## src/rtl/b2da_pkg.sv

```systemverilog
`timescale 1ns / 1ps
// constants shared by the binary to decimal ascii unit
// no dependencies

package b2da_pkg;

   // width of one packed decimal digit
   localparam int unsigned DIGIT_W = 4;

   // ascii code of character zero, at the width of the digit_char field
   localparam logic [5:0] ASCII_ZERO = 6'd48;

   // width of the digit_char result field
   localparam int unsigned CHAR_W = 6;

   // largest digit that is left alone before a doubling step
   localparam logic [DIGIT_W-1:0] DABBLE_LIMIT = 4'd4;
   localparam logic [DIGIT_W-1:0] DABBLE_ADD   = 4'd3;

   // log10(2) scaled by 4096, for the digit count of a binary width
   localparam int unsigned LOG2_10_NUM   = 1233;
   localparam int unsigned LOG2_10_SCALE = 4096;

endpackage

```

## src/rtl/binary_to_decimal_ascii_unit.sv

```systemverilog
`timescale 1ns / 1ps
// binary to decimal ascii converter, bit-serial double dabble
// depends on b2da_pkg

// One request carries an unsigned VALUE_BITS-bit number in the low bits of
// req_tdata; the upper bits are ignored. The unit answers with one response per
// decimal digit, as an ascii character, most significant digit first, leading
// zeros dropped, a zero value giving the single character '0'. rsp_tlast marks
// the least significant digit. Conversion is double dabble, one bit per cycle:
// the number is shifted bit by bit into a packed decimal shift register, then
// each decimal digit position (DIGITS of them, 20 at 64 bits) is walked in turn
// from the top, skipping leading zeros or loading the result register. The walk
// waits while the result register holds a digit not yet taken. A request is
// taken only in the idle state, and one request is in work at a time; the next
// request is taken as soon as the last digit sits in the result register, so
// its conversion overlaps the final handshake.

module binary_to_decimal_ascii_unit #(
   parameter int unsigned VALUE_BITS = 64
) (
   input  logic        clock,
   input  logic        reset,
   input  logic        req_tvalid,
   output logic        req_tready,
   input  logic [63:0] req_tdata,    // value [63:0]
   output logic        rsp_tvalid,
   input  logic        rsp_tready,
   output logic [7:0]  rsp_tdata,    // digit_char [5:0], zero fill [7:6]
   output logic        rsp_tlast     // last
);

   // decimal digits needed for the widest value
   localparam int unsigned DIGITS =
      (VALUE_BITS * b2da_pkg::LOG2_10_NUM) / b2da_pkg::LOG2_10_SCALE + 1;
   localparam int unsigned BCD_W  = DIGITS * b2da_pkg::DIGIT_W;
   localparam int unsigned CNT_W  = (VALUE_BITS > 1) ? $clog2(VALUE_BITS) : 1;
   localparam int unsigned REM_W  = $clog2(DIGITS + 1);

   typedef enum logic [1:0] {
      ST_IDLE,
      ST_CONVERT,
      ST_EMIT
   } state_type;

   state_type                 state_ff, state_in;
   logic [VALUE_BITS-1:0]     bin_ff, bin_in;       // binary bits still to shift in
   logic [BCD_W-1:0]          bcd_ff, bcd_in;       // packed decimal digits
   logic [CNT_W-1:0]          bit_cnt_ff, bit_cnt_in;
   logic [REM_W-1:0]          remain_ff, remain_in; // digit positions left to walk
   logic                      started_ff, started_in;
   logic                      rsp_valid_ff, rsp_valid_in;
   logic [b2da_pkg::CHAR_W-1:0] rsp_char_ff, rsp_char_in;
   logic                      rsp_last_ff, rsp_last_in;

   logic [BCD_W-1:0]          bcd_adj;
   logic [b2da_pkg::DIGIT_W-1:0] top_digit;
   logic                      out_free;
   logic                      req_take;

   // add three to every digit above four before the doubling shift
   always_comb begin
      for (int d = 0; d < DIGITS; d++) begin
         if (bcd_ff[d*b2da_pkg::DIGIT_W +: b2da_pkg::DIGIT_W] > b2da_pkg::DABBLE_LIMIT) begin
            bcd_adj[d*b2da_pkg::DIGIT_W +: b2da_pkg::DIGIT_W] =
               bcd_ff[d*b2da_pkg::DIGIT_W +: b2da_pkg::DIGIT_W] + b2da_pkg::DABBLE_ADD;
         end else begin
            bcd_adj[d*b2da_pkg::DIGIT_W +: b2da_pkg::DIGIT_W] =
               bcd_ff[d*b2da_pkg::DIGIT_W +: b2da_pkg::DIGIT_W];
         end
      end
   end

   assign top_digit  = bcd_ff[BCD_W-1 -: b2da_pkg::DIGIT_W];
   assign out_free   = !rsp_valid_ff || rsp_tready;
   assign req_tready = (state_ff == ST_IDLE);
   assign req_take   = req_tvalid && req_tready;

   always_comb begin
      state_in     = state_ff;
      bin_in       = bin_ff;
      bcd_in       = bcd_ff;
      bit_cnt_in   = bit_cnt_ff;
      remain_in    = remain_ff;
      started_in   = started_ff;
      rsp_valid_in = rsp_valid_ff;
      rsp_char_in  = rsp_char_ff;
      rsp_last_in  = rsp_last_ff;

      // result register empties when taken
      if (rsp_tready) begin
         rsp_valid_in = 1'b0;
      end

      case (state_ff)
         ST_IDLE: begin
            if (req_take) begin
               bin_in     = req_tdata[VALUE_BITS-1:0];
               bcd_in     = '0;
               bit_cnt_in = CNT_W'(VALUE_BITS - 1);
               started_in = 1'b0;
               state_in   = ST_CONVERT;
            end
         end
         ST_CONVERT: begin
            // one binary bit enters the decimal register per cycle
            bcd_in     = {bcd_adj[BCD_W-2:0], bin_ff[VALUE_BITS-1]};
            bin_in     = bin_ff << 1;
            bit_cnt_in = bit_cnt_ff - 1'b1;
            if (bit_cnt_ff == '0) begin
               remain_in = REM_W'(DIGITS);
               state_in  = ST_EMIT;
            end
         end
         ST_EMIT: begin
            if (out_free) begin
               bcd_in    = {bcd_ff[BCD_W-b2da_pkg::DIGIT_W-1:0], {b2da_pkg::DIGIT_W{1'b0}}};
               remain_in = remain_ff - 1'b1;
               if (!started_ff && top_digit == '0 && remain_ff != REM_W'(1)) begin
                  // leading zero, skip it
                  rsp_valid_in = 1'b0;
               end else begin
                  rsp_valid_in = 1'b1;
                  rsp_char_in  = b2da_pkg::ASCII_ZERO + {2'b00, top_digit};
                  rsp_last_in  = (remain_ff == REM_W'(1));
                  started_in   = 1'b1;
               end
               if (remain_ff == REM_W'(1)) begin
                  state_in = ST_IDLE;
               end
            end
         end
         default: begin
            state_in = ST_IDLE;
         end
      endcase
   end

   always_ff @(posedge clock) begin
      if (reset) begin
         state_ff     <= ST_IDLE;
         rsp_valid_ff <= 1'b0;
         started_ff   <= 1'b0;
      end else begin
         state_ff     <= state_in;
         rsp_valid_ff <= rsp_valid_in;
         started_ff   <= started_in;
      end
      bin_ff      <= bin_in;
      bcd_ff      <= bcd_in;
      bit_cnt_ff  <= bit_cnt_in;
      remain_ff   <= remain_in;
      rsp_char_ff <= rsp_char_in;
      rsp_last_ff <= rsp_last_in;
   end

   assign rsp_tvalid = rsp_valid_ff;
   assign rsp_tdata  = {2'b00, rsp_char_ff};
   assign rsp_tlast  = rsp_last_ff;

   // every character shown is a decimal digit
   assert property (@(posedge clock) disable iff (reset)
      rsp_tvalid |-> (rsp_tdata[5:0] >= 6'd48 && rsp_tdata[5:0] <= 6'd57))
      else $error("response character is not a decimal digit");

   // conversion only ends by moving on to emission
   assert property (@(posedge clock) disable iff (reset)
      state_ff == ST_CONVERT |=> (state_ff == ST_CONVERT || state_ff == ST_EMIT))
      else $error("conversion left without emission");

   // once the first digit is out, no later position is skipped
   assert property (@(posedge clock) disable iff (reset)
      (state_ff == ST_EMIT && started_ff && out_free) |=> rsp_tvalid)
      else $error("inner zero digit was skipped");

   // a new request is never taken while digits are still being walked
   assert property (@(posedge clock) disable iff (reset)
      (state_ff == ST_EMIT) |-> !req_tready)
      else $error("request accepted during emission");

endmodule

```

## config.mk

```make
export PLATFORM = sky130hd
export DESIGN_NAME = binary_to_decimal_ascii_unit
export DESIGN_NICKNAME = d
export VERILOG_FILES = /design/src/rtl/b2da_pkg.sv /design/src/rtl/binary_to_decimal_ascii_unit.sv
export SDC_FILE = /design/constraint.sdc
export NUM_CORES = 1
export LEC_CHECK = 0
export BUFFER_PORTS_ARGS = -buffer_cell sky130_fd_sc_hd__buf_2
export CELL_PAD_IN_SITES_DETAIL_PLACEMENT = 0
export CELL_PAD_IN_SITES_GLOBAL_PLACEMENT = 1
export CORE_MARGIN = 1
export CORE_UTILIZATION = 49
export DETAILED_ROUTE_END_ITERATION = 8
export PLACE_DENSITY = 0.83
export SLEW_MARGIN = 20
export SYNTH_ARGS = -nofsm -noshare
export SYNTH_HDL_FRONTEND = slang
export SYNTH_SLANG_ARGS = --single-unit
```

## constraint.sdc

```tcl
create_clock -name clock -period 10.8 [get_ports clock]
set_input_delay 1.62 -clock clock [delete_from_list [all_inputs] [get_ports clock]]
set_output_delay 1.62 -clock clock [all_outputs]
set_load 0.05 [all_outputs]
```

==> flow_summary_export.csv <==
group,metric,value,unit
floorplanning,initial_core_util,49.87,%
placement,gp_congestion,0.7670,
pwr,swShare,36.39,%
pwr,p_comb_share,37.1,%
synth,synth_area_leaders,"edfxtp_1 (54%), mux2_2 (10%), nor2b_1 (5.7%)",
pwr,p_leak,3.490,nW
hold_path,hold_class,"reg -> reg",
synth,ys_ff_latch,164,
timing,worst_pin_slew,1.072,ns
setup_path,cp.required,9.18,ns
pwr,power,0.002967,W
clock_network,path_clk_slew,0.06,ns
pwr,p_int,0.001887,W
global_routing,grt_pass1_wl,27410,µm
timing,drv_slew,0,
clock_network,cts_setup_buffers,0,
setup_path,cp_max_fo,6,
clock_network,cts-root-buf,"clkbuf_16",
synth,seq_area_frac_synth,54.53,%
timing,rsz0062_at_grt,"no",
setup_path,r2r_cells,6,
clock_network,clockBufferDepth,2,
outcome,status,"finished clean",
placement,dp.cells,1022,
floorplanning,io_pins,79,
route,first_iter_violations,419,
pwr,p_sw,0.001080,W
synth,ys.flop_type,"edfxtp_1",
timing,setup_viol,0,
clock_network,cts.sink_count,164,
floorplanning,dieArea,18830,µm²
global_routing,gr-total-overflow,0,
route,first_pass_iters,4,
clock_network,cts_hold_buf,0,
layout,fin_cells,1054,
layout,n_antenna_cell,0,
setup_path,path_class,"reg -> out",
global_routing,antenna_found_initial,0,
route,drt-wirelength-per-cell,15.51,µm
route,drc,0,
setup_path,worstReg2RegEnd,"bin_ff[38]$_DFFE_PP_",
synth,synth_edf_count,160,
layout,nets,908,
timing,fin_tns_setup,0,ns
clock_network,cts_resized,0,
global_routing,grt_pass1_vias,5898,
synth,avgSynthCellArea,11.94,µm²
job,cap_violations,0,
floorplanning,core_area,17960,µm²
setup_path,critPathCapture,"req_tready",
timing,fin_crit_sh,28.96,%
layout,drive_gt1_share,24.00,%
setup_path,end_kind,"primary output",
setup_path,reg2reg_from,"state_ff[1]$_SDFFE_PP0P_",
setup_path,r2r_slack,7.91,ns
clock_network,h-tree-depth,4,
layout,syn_to_final_growth,12.61,%
clock_network,tritoncts,"built",
synth,synthCells,750,
clock_network,clkLatencyLatePin,0.42,ns
layout,nFillCells,1500,
route,vias,5957,
setup_path,worst_setup_path_start_kind,"flip-flop",
synth,synth_top_area_share,53.63,%
placement,io_buffers,74,
timing,worst_slack,7.673,ns
floorplanning,rows,49,
synth,synth_area,8959,µm²
timing,slew_headroom,28.54,%
pwr,ir_worst_vdd,0.1871,mV
synth,yosys.area.top_type,"edfxtp_1",
floorplanning,die_h,137.2,µm
synth,ys_types,39,
floorplanning,fp.dieW,137.2,µm
synth,ys.warnings.count,0,
setup_path,arrival,1.51,ns
pwr,pwr-share-clk,19.4,%
route,wl,16350,µm
route,postRouteAntennaNets,0,
timing,period_minus_slack,3.127,ns
route,viasPerCell,5.652,
timing,fmax,0.3198,GHz
synth,yosysMostFrequentCell,"edfxtp_1",
placement,dp.final_hpwl,9969,µm
synth,async_reset_ff_share,0,%
synth,synth.top_cells.by_count,"edfxtp_1 (160), mux2_2 (82), nor2b_1 (82), o21ai_0 (60), inv_1 (49)",
setup_path,crit_start,"state_ff[0]$_SDFFE_PP0P_",
clock_network,cts_buffers,17,
timing,hold_violations,0,
pwr,pwr-share-seq,43.5,%
pwr,p_per_area,294.1,nW/µm²
global_routing,grt_max_degree,88,
global_routing,grt_use_total,18.48,%
timing,skew,0.006368,ns
placement,post-place-ws,7.480,ns
==> registers in the layout, summed over array words and instances, names as in the netlist <==
register and count:
rsp_tvalid 1, state_ff 2, bcd_ff 80, bin_ff 64, rsp_tlast 1, started_ff 1
bit_cnt_ff 6, rsp_char_ff 4, remain_ff 5
==> cell usage in the layout, fill, tap and decap left out, drive strengths merged, types with 2 or more instances in the layout <==
| master | instances |
|---|---|
| nor3 | 2 |
| o311ai | 19 |
| a21boi | 19 |
| a32oi | 19 |
| clkinvlp | 3 |
| dfxtp | 4 |
| inv | 53 |
| a21oi | 25 |
| xnor2 | 4 |
| conb | 4 |
| nand2 | 33 |
| and3 | 3 |
| or3 | 19 |
| mux2i | 2 |
| clkbuf | 19 |
| a211oi | 4 |
| nor3b | 19 |
| nor2 | 27 |
| buf | 80 |
| a2bb2oi | 19 |
| ha | 28 |
| mux2 | 82 |
| xor2 | 2 |
| clkinv | 5 |
| a22oi | 19 |
| edfxtp | 160 |
| nor2b | 82 |
| o21ai | 61 |
==> critical path: stages, from the launching register on <==
cell and delay, ns:
dfxtp_1 0.36, inv_1 0.11, ha_1 0.30, buf_2 0.32
==> per-layer routing <==
layer	wire length [µm]	track usage, %	vias up	part of all wire (%)
met5	0	0	-	0
met4	170	5.250	0	1.0
met3	873	5.556	15	5.3
met2	7853	31.45	126	48
met1	7447	22.68	2886	46
li1	-	-	2930	-
==> metrics by stage <==
| stage | instance area, µm² | hold WS [ns] | util (%) |
|---|---|---|---|
| global route | 10090 | 0.5071 | 56.16 |
| global placement | 9530 | 0.4703 | 53.05 |
| CTS | 10090 | 0.4974 | 56.16 |
| floorplan | 8966 | 0.4459 | - |
| finish | 10090 | 0.5007 | 56.16 |
| detailed placement | 9530 | 0.4700 | 53.05 |
==> cells by family (layout without fill, tap and decap cells) <==
kind of cell,Yosys count,in the layout,synth area share [%]
fa+ha+maj,28,28,3.911
compound gates,189,189,14.32
buf+inv,88,161,4.022
mux,84,84,10.53
simple gates,189,189,12.03
other cells,2,4,0.08383
flops,164,164,54.53
xor+xnor,6,6,0.5866
==> worst min path at each step <==
stage / startpoint / endpoint / cells past startpoint
floorplan: bcd_ff[77]$_DFFE_PP_ / rsp_char_ff[1]$_DFFE_PP_ / 0
global placement: bcd_ff[77]$_DFFE_PP_ / rsp_char_ff[1]$_DFFE_PP_ / 0
detailed placement: bcd_ff[77]$_DFFE_PP_ / rsp_char_ff[1]$_DFFE_PP_ / 0
CTS: bcd_ff[77]$_DFFE_PP_ / rsp_char_ff[1]$_DFFE_PP_ / 0
global route: bcd_ff[77]$_DFFE_PP_ / rsp_char_ff[1]$_DFFE_PP_ / 0
finish: bcd_ff[77]$_DFFE_PP_ / rsp_char_ff[1]$_DFFE_PP_ / 0
==> power groups by stage <==
| stage | Combinational, W | Sequential (W) | Clock (W) |
|---|---|---|---|
| detailed placement | 0.00111 | 0.00129 | 0 |
| finish | 0.00110 | 0.00129 | 0.000576 |
| global placement | 0.00105 | 0.00128 | 0 |
| global route | 0.00124 | 0.00133 | 0.000611 |
| floorplan | 0.000879 | 0.00128 | 0 |
| CTS | 0.00111 | 0.00129 | 0.000587 |
==> cell type report <==
class	count	area, µm²	area share [%]
timing repair buffer	80	415.4	4.118
tap	229	286.5	2.840
clock inverter	13	125.1	1.240
sequential	164	4885	48.42
clock buffer	19	432.9	4.291
multi-input combinational	500	3760	37.27
inverter	49	183.9	1.823
Note: power is estimated with default switching activity, not from simulation.
